### src/rtl/acs_pkg.sv
// ----------------------------------------------------------------------------
// acs_pkg
// Shared constants, codes and controller/datapath interface types for the
// accumulator machine step engine.
// ----------------------------------------------------------------------------
package acs_pkg;

    localparam int MEM_BYTES_DEF = 4096;
    localparam int ADDR_W        = 12;
    localparam int LOADER_LEN    = 56;

    localparam logic [7:0] LOADER_IMAGE [LOADER_LEN] = '{
        8'hc1, 8'h91, 8'h00, 8'hc1, 8'h91, 8'h01, 8'hc1, 8'h91, 8'h02, 8'h81, 8'h00, 8'h40,
        8'h36, 8'h90, 8'h14, 8'h81, 8'h01, 8'h90, 8'h15, 8'hc1, 8'h90, 8'h00, 8'h81, 8'h01,
        8'h40, 8'h35, 8'h91, 8'h01, 8'h81, 8'h02, 8'h50, 8'h35, 8'h91, 8'h02, 8'h10, 8'h34,
        8'h00, 8'h09, 8'h81, 8'h00, 8'h40, 8'h36, 8'h90, 8'h32, 8'h81, 8'h01, 8'h90, 8'h32,
        8'h80, 8'h37, 8'h90, 8'h00, 8'hb1, 8'h01, 8'h90, 8'hb2
    };

    // opcode high nibble
    localparam logic [3:0] OP_JMP   = 4'h0;
    localparam logic [3:0] OP_JZ    = 4'h1;
    localparam logic [3:0] OP_JN    = 4'h2;
    localparam logic [3:0] OP_NOP   = 4'h3;
    localparam logic [3:0] OP_ADD   = 4'h4;
    localparam logic [3:0] OP_SUB   = 4'h5;
    localparam logic [3:0] OP_MUL   = 4'h6;
    localparam logic [3:0] OP_DIV   = 4'h7;
    localparam logic [3:0] OP_LOAD  = 4'h8;
    localparam logic [3:0] OP_STORE = 4'h9;
    localparam logic [3:0] OP_CALL  = 4'ha;
    localparam logic [3:0] OP_SYS   = 4'hb;
    localparam logic [3:0] OP_IO    = 4'hc;

    // low nibble sub-codes
    localparam logic [3:0] SYS_RESTART = 4'h1;
    localparam logic [3:0] SYS_HALT    = 4'h2;
    localparam logic [3:0] IO_READ     = 4'h1;
    localparam logic [3:0] IO_KEY      = 4'h3;
    localparam logic [3:0] IO_PRINT    = 4'h4;
    localparam logic [3:0] IO_NEWLINE  = 4'h5;

    // run status
    localparam logic [2:0] RS_RUN     = 3'd0;
    localparam logic [2:0] RS_HALT    = 3'd1;
    localparam logic [2:0] RS_KEYERR  = 3'd2;
    localparam logic [2:0] RS_ADDR    = 3'd3;
    localparam logic [2:0] RS_DIVZ    = 3'd4;
    localparam logic [2:0] RS_ILLEGAL = 3'd5;

    // output kind
    localparam logic [1:0] KIND_NONE = 2'd0;
    localparam logic [1:0] KIND_BYTE = 2'd1;
    localparam logic [1:0] KIND_NL   = 2'd2;

    // finish commands
    localparam logic [1:0] FIN_NONE = 2'd0;
    localparam logic [1:0] FIN_KEEP = 2'd1;
    localparam logic [1:0] FIN_STOP = 2'd2;
    localparam logic [1:0] FIN_EXEC = 2'd3;

    // memory address select
    localparam logic [1:0] RA_PC   = 2'd0;
    localparam logic [1:0] RA_PC1  = 2'd1;
    localparam logic [1:0] RA_ADDR = 2'd2;
    localparam logic [1:0] RA_CLR  = 2'd3;

    // register map
    localparam logic [2:0] REG_START_ADDR = 3'd0;

    typedef struct packed {
        logic       latch_in;
        logic       latch_op;
        logic       use_rd_op;
        logic [1:0] ram_sel;
        logic       ram_we;
        logic       clr_step;
        logic       div_start;
        logic       div_step;
        logic [1:0] fin;
        logic [2:0] fin_status;
        logic       fin_took;
        logic       load_out;
    } ctl_cmd_t;

    typedef struct packed {
        logic       stopped;
        logic       pc_ovf;
        logic       pc1_ovf;
        logic       addr_ovf;
        logic [3:0] rd_hi;
        logic [3:0] rd_lo;
        logic [3:0] op_hi;
        logic       in_ok;
        logic       rd_zero;
        logic       div_done;
        logic       clr_last;
        logic [2:0] stop_code;
    } dp_stat_t;

endpackage

### src/rtl/acs_ctrl.sv
// ----------------------------------------------------------------------------
// acs_ctrl
// Sequencer for one instruction: fetch, operand, divide, finish, result; clears memory after reset.
// ----------------------------------------------------------------------------
module acs_ctrl (
    input  logic              clk,
    input  logic              rst_n,
    input  logic              s_tvalid,
    output logic              s_tready,
    output logic              m_tvalid,
    input  logic              m_tready,
    input  acs_pkg::dp_stat_t st,
    output acs_pkg::ctl_cmd_t cmd
);
    import acs_pkg::*;

    localparam logic [2:0] S_CLEAR = 3'd0;
    localparam logic [2:0] S_IDLE  = 3'd1;
    localparam logic [2:0] S_OP    = 3'd2;
    localparam logic [2:0] S_ADR   = 3'd3;
    localparam logic [2:0] S_OPND  = 3'd4;
    localparam logic [2:0] S_DIV   = 3'd5;
    localparam logic [2:0] S_DONE  = 3'd6;

    logic [2:0] state_reg, state_next;
    logic       out_valid_reg, out_valid_next;

    always_comb
    begin
        cmd        = '0;
        state_next = state_reg;
        s_tready   = 1'b0;
        unique case (state_reg)
            S_CLEAR:
            begin
                cmd.ram_sel  = RA_CLR;
                cmd.ram_we   = 1'b1;
                cmd.clr_step = 1'b1;
                if (st.clr_last)
                begin
                    state_next = S_IDLE;
                end
            end
            S_IDLE:
            begin
                s_tready    = 1'b1;
                cmd.ram_sel = RA_PC;
                if (s_tvalid)
                begin
                    cmd.latch_in = 1'b1;
                    if (st.stopped)
                    begin
                        cmd.fin    = FIN_KEEP;
                        state_next = S_DONE;
                    end
                    else if (st.pc_ovf)
                    begin
                        cmd.fin        = FIN_STOP;
                        cmd.fin_status = RS_ADDR;
                        state_next     = S_DONE;
                    end
                    else
                    begin
                        state_next = S_OP;
                    end
                end
            end
            S_OP:
            begin
                cmd.latch_op  = 1'b1;
                cmd.use_rd_op = 1'b1;
                cmd.ram_sel   = RA_PC1;
                state_next    = S_DONE;
                case (st.rd_hi) inside
                    OP_NOP:
                    begin
                        cmd.fin = FIN_EXEC;
                    end
                    OP_SYS:
                    begin
                        if (st.rd_lo == SYS_RESTART)
                        begin
                            cmd.fin = FIN_EXEC;
                        end
                        else if (st.rd_lo == SYS_HALT)
                        begin
                            cmd.fin        = FIN_STOP;
                            cmd.fin_status = RS_HALT;
                        end
                        else
                        begin
                            cmd.fin        = FIN_STOP;
                            cmd.fin_status = RS_ILLEGAL;
                        end
                    end
                    OP_IO:
                    begin
                        if (st.rd_lo == IO_KEY && !st.in_ok)
                        begin
                            cmd.fin        = FIN_STOP;
                            cmd.fin_status = RS_KEYERR;
                            cmd.fin_took   = 1'b1;
                        end
                        else
                        begin
                            cmd.fin = FIN_EXEC;
                        end
                    end
                    OP_JMP, OP_JZ, OP_JN, OP_ADD, OP_SUB, OP_MUL, OP_DIV, OP_LOAD,
                    OP_STORE, OP_CALL:
                    begin
                        if (st.pc1_ovf)
                        begin
                            cmd.fin        = FIN_STOP;
                            cmd.fin_status = RS_ADDR;
                        end
                        else
                        begin
                            state_next = S_ADR;
                        end
                    end
                    default:
                    begin
                        cmd.fin        = FIN_STOP;
                        cmd.fin_status = RS_ILLEGAL;
                    end
                endcase
            end
            S_ADR:
            begin
                cmd.ram_sel = RA_ADDR;
                state_next  = S_DONE;
                case (st.op_hi) inside
                    OP_JMP, OP_JZ, OP_JN, OP_CALL:
                    begin
                        cmd.fin = FIN_EXEC;
                    end
                    default:
                    begin
                        if (st.addr_ovf)
                        begin
                            cmd.fin        = FIN_STOP;
                            cmd.fin_status = RS_ADDR;
                        end
                        else if (st.op_hi == OP_STORE)
                        begin
                            cmd.ram_we = 1'b1;
                            cmd.fin    = FIN_EXEC;
                        end
                        else
                        begin
                            state_next = S_OPND;
                        end
                    end
                endcase
            end
            S_OPND:
            begin
                state_next = S_DONE;
                if (st.op_hi == OP_DIV)
                begin
                    if (st.rd_zero)
                    begin
                        cmd.fin        = FIN_STOP;
                        cmd.fin_status = RS_DIVZ;
                    end
                    else
                    begin
                        cmd.div_start = 1'b1;
                        state_next    = S_DIV;
                    end
                end
                else
                begin
                    cmd.fin = FIN_EXEC;
                end
            end
            S_DIV:
            begin
                if (st.div_done)
                begin
                    cmd.fin    = FIN_EXEC;
                    state_next = S_DONE;
                end
                else
                begin
                    cmd.div_step = 1'b1;
                end
            end
            S_DONE:
            begin
                if (!out_valid_reg || m_tready)
                begin
                    cmd.load_out = 1'b1;
                    state_next   = S_IDLE;
                end
            end
            default:
            begin
                state_next = S_IDLE;
            end
        endcase
    end

    always_comb
    begin
        out_valid_next = out_valid_reg;
        if (cmd.load_out)
        begin
            out_valid_next = 1'b1;
        end
        else if (m_tready)
        begin
            out_valid_next = 1'b0;
        end
    end

    always_ff @(posedge clk or negedge rst_n)
    begin
        if (!rst_n)
        begin
            state_reg     <= S_CLEAR;
            out_valid_reg <= 1'b0;
        end
        else
        begin
            state_reg     <= state_next;
            out_valid_reg <= out_valid_next;
        end
    end

    assign m_tvalid = out_valid_reg;

endmodule

### config.mk
export PLATFORM = sky130hd
export DESIGN_NAME = acs_ctrl
export DESIGN_NICKNAME = d
export VERILOG_FILES = /design/src/rtl/acs_pkg.sv /design/src/rtl/acs_ctrl.sv
export SDC_FILE = /design/constraint.sdc
export NUM_CORES = 1
export LEC_CHECK = 0
export ABC_AREA = 1
export BUFFER_PORTS_ARGS = -buffer_cell sky130_fd_sc_hd__buf_2
export CORE_AREA = 2 2 45 47
export CTS_CLUSTER_SIZE = 30
export DETAILED_ROUTE_END_ITERATION = 7
export DIE_AREA = 0 0 47 49
export PLACE_DENSITY = 0.73
export SLEW_MARGIN = 20
export SYNTH_ARGS = -nofsm -noshare
export SYNTH_HDL_FRONTEND = slang
export SYNTH_SLANG_ARGS = --single-unit
export TNS_END_PERCENT = 100
### constraint.sdc
create_clock -name clk -period 1.4 [get_ports clk]
set_input_delay 0.07 -clock clk [delete_from_list [all_inputs] [get_ports clk]]
set_output_delay 0.07 -clock clk [all_outputs]
set_load 0.05 [all_outputs]
==> impl_metrics.tcl <==
set metrics [dict create \
    cts_made_buffers 3 \
    synth_area_leaders "nand2_1 25%, inv_1 14%, dfrtp_1 14%, nand3_1 12%, nor2_1 10%" \
    dr.pass1.iters 4 \
    grt_pass1_vias 976 \
    finalSetupViolations 11 \
    first_iter_violations 16 \
    fin_setup_tns_ns -0.812 \
    htreeDepth 1 \
    clk-insertion-delay-late_ns 0.23 \
    drv_cap 0 \
    start_util 0.395 \
    ys_ff_latch 4 \
    place.gp.congestion 0.861 \
    die_h_um 49 \
    grt_overflow 0 \
    yosysWarnings 0 \
    reg2reg_to "state_reg[1]" \
    p_per_area_nw_per_um2 2360 \
    slew_viol_final 0 \
    cp-end-kind "output port" \
    startpoint "state_reg[1]" \
    cellLeakagePower_uw 0.000770 \
    placed_cells 219 \
    avgSynthCellArea_sq_um 4.99 \
    synthCells 146 \
    violations "setup timing" \
    drive_gt1_frac 0.478 \
    wire_per_inst_um 9.82 \
    row_count 16 \
    grt_pass1_wl_um 3580 \
    max_slew_margin 0.837 \
    portBuffers 41 \
    worst_setup_hold_path_clk_slew_ns 0.04 \
    n_fill_cell 165 \
    rrSetupSlack_ns 0.06 \
    die_w_um 47 \
    root_buffer "clkbuf_4" \
    dieArea_sq_um 2300 \
    ir_worst_vdd_mv 2.38 \
    gr-usage-all-layers 0.204 \
    hold_viol 0 \
    path_class "flop to output port" \
    syn2layout_area_growth_pct 81.8 \
    path_cells "buf_6 -> nand3_4 -> clkinv_4 -> nand2_1 -> nor2_2 -> nor2_2 -> nand2_2 -> buf_8" \
    dp_hpwl_um 1710 \
    grt_setup_unrepaired "yes" \
    fin_crit_sh 1.08 \
    yosysTopAreaCell "nand2_1" \
    ctsLongestPathBuffers 2 \
    antenna_found_initial 0 \
    fin_nets 230 \
    status "complete, but fails checks" \
    ant_nets 0 \
    cts_tree "done" \
    slowest_delay_ns 0.44 \
    cp_data_arrival_time_ns 1.44 \
    clock.fmax_ghz 0.662 \
    yosysSeqAreaShare 0.137 \
    power_uw 3120 \
    hold_ws_ns 0.151 \
    via_count 1039 \
    hold_path_depth 4 \
    syn_nets 173 \
    min_period_ns 1.51 \
    ff2ff_path_depth 9 \
    largest_reg_flops 3 \
    pre_cts_ws_ns 0.00696 \
    design.core.area_sq_um 1840 \
    ioPinCount 45 \
    path_max_fanout 5 \
    avgViaCountPerCell 4.56 \
    finClkSkew_ns 0.00413 \
    grt_max_degree 8 \
    hp-start "m_tready" \
    wl_um 2240 \
    critPathLaunchType "flop" \
    cp_slowest_cell "dfrtp_2" \
    min_to "m_tvalid" \
    cts.sinks 4 \
    r2r-start "state_reg[1]" \
    stdcell_count 228 \
    yosysTopAreaCellShare 0.247 \
    drc 0 \
    cpMostUsedCell "nor2_2" \
    netlist-cell-type-count 18 \
    synth_area_sq_um 728 \
    diodes 0 \
    postLayoutSetupSlackWorst_ns -0.111 \
    cp_data_required_time_ns 1.33 \
    min_path_type "input pin to flop" \
    worst_pin_slew_ns 0.244 \
]
==> where the power goes <==
part	internal, uW	switching (uW)
logic	1020	1670
registers	188	101
clock network	95.7	44.8
total	1310	1810
==> per-stage QoR <==
| step | util | area (sq um) |
|---|---|---|
| floorplan | - | 796 |
| global placement | 0.580 | 1070 |
| detailed placement | 0.580 | 1070 |
| CTS | 0.663 | 1220 |
| global route | 0.719 | 1320 |
| finish | 0.719 | 1320 |
==> worst max-delay path, delay by kind of cell (launching register included) <==
| family | cells | cell delay [ns] |
|---|---|---|
| buffers and inverters | 3 | 0.37 |
| and+or+nand+nor | 5 | 0.40 |
| DFF | 1 | 0.44 |
==> layer usage <==
metal  up-vias  part of all wire  track usage
met3         0             0.042       0.0370
met2        29              0.58        0.368
li1        549                 -            -
met5         -                 0            0
met4         0                 0       0.0509
met1       461              0.38        0.235
==> layout make-up <==
cell class / instances / area, sq um / area share
clock buffers: 3 / 22.5 / 0.0170
well taps: 27 / 33.8 / 0.0255
multi-input cells: 107 / 596 / 0.450
repair inverters: 1 / 3.75 / 0.00284
inverters: 32 / 130 / 0.0983
flip-flops and latches: 4 / 104 / 0.0785
repair buffers: 54 / 434 / 0.328
==> worst max-delay path by stage <==
stage                     endpoint  slack, ns  cells after the start
after floorplan             cmd[6]      -0.14                      6
after global placement      cmd[2]       0.03                      8
after detailed placement    cmd[1]      0.007                      6
after CTS                   cmd[2]      -0.10                      8
after global routing        cmd[8]      -0.21                      6
final                       cmd[5]      -0.11                      8
==> layout by cell type, fill, tap and decap left out <==
master and n:
buf_6 13, a21oi_1 2, nand3_2 1, inv_1 24
nand3_1 15, buf_4 7, nand3b_1 1, nand3_4 3
buf_8 6, nor2_4 5, dfrtp_1 1, dlygate4sd3_1 1
nor2_1 14, nand2_2 8, clkbuf_4 3, clkinv_4 1
nand2_1 41, inv_2 6, inv_4 2, nor2_2 6
nand2_4 2, nand4_1 3, nor3_4 1, o21ai_0 2
buf_2 27, dfrtp_2 3, o21ai_1 1, o21ai_2 2
==> synthesized netlist by cell type <==
cell type,number
o21ai_1,1
nor2_1,20
nand3_1,17
inv_2,5
o21ai_0,4
nand3b_1,1
nand2_2,3
dfrtp_1,4
nor2_2,4
nor2_4,1
buf_6,1
nor3_1,1
nand2_1,48
buf_4,2
a21oi_1,2
nand4_1,3
inv_1,27
nand3_2,2
==> logic make-up after synthesis <==
family / after synthesis / share of synthesized area
compound gates: 7 / 0.0481
buf+inv: 35 / 0.201
flops: 4 / 0.137
simple gates: 100 / 0.613
==> timing repair <==
action,4_1_cts,5_1_grt
gates cloned,1,0
endpoints found under the hold margin,4,0
setup endpoints to repair,13,17
hold buffers,1,0
buffers inserted,0,4
resized for setup,38,23
pin swaps,6,7
No activity file was read; power rests on OpenSTA's default activity.
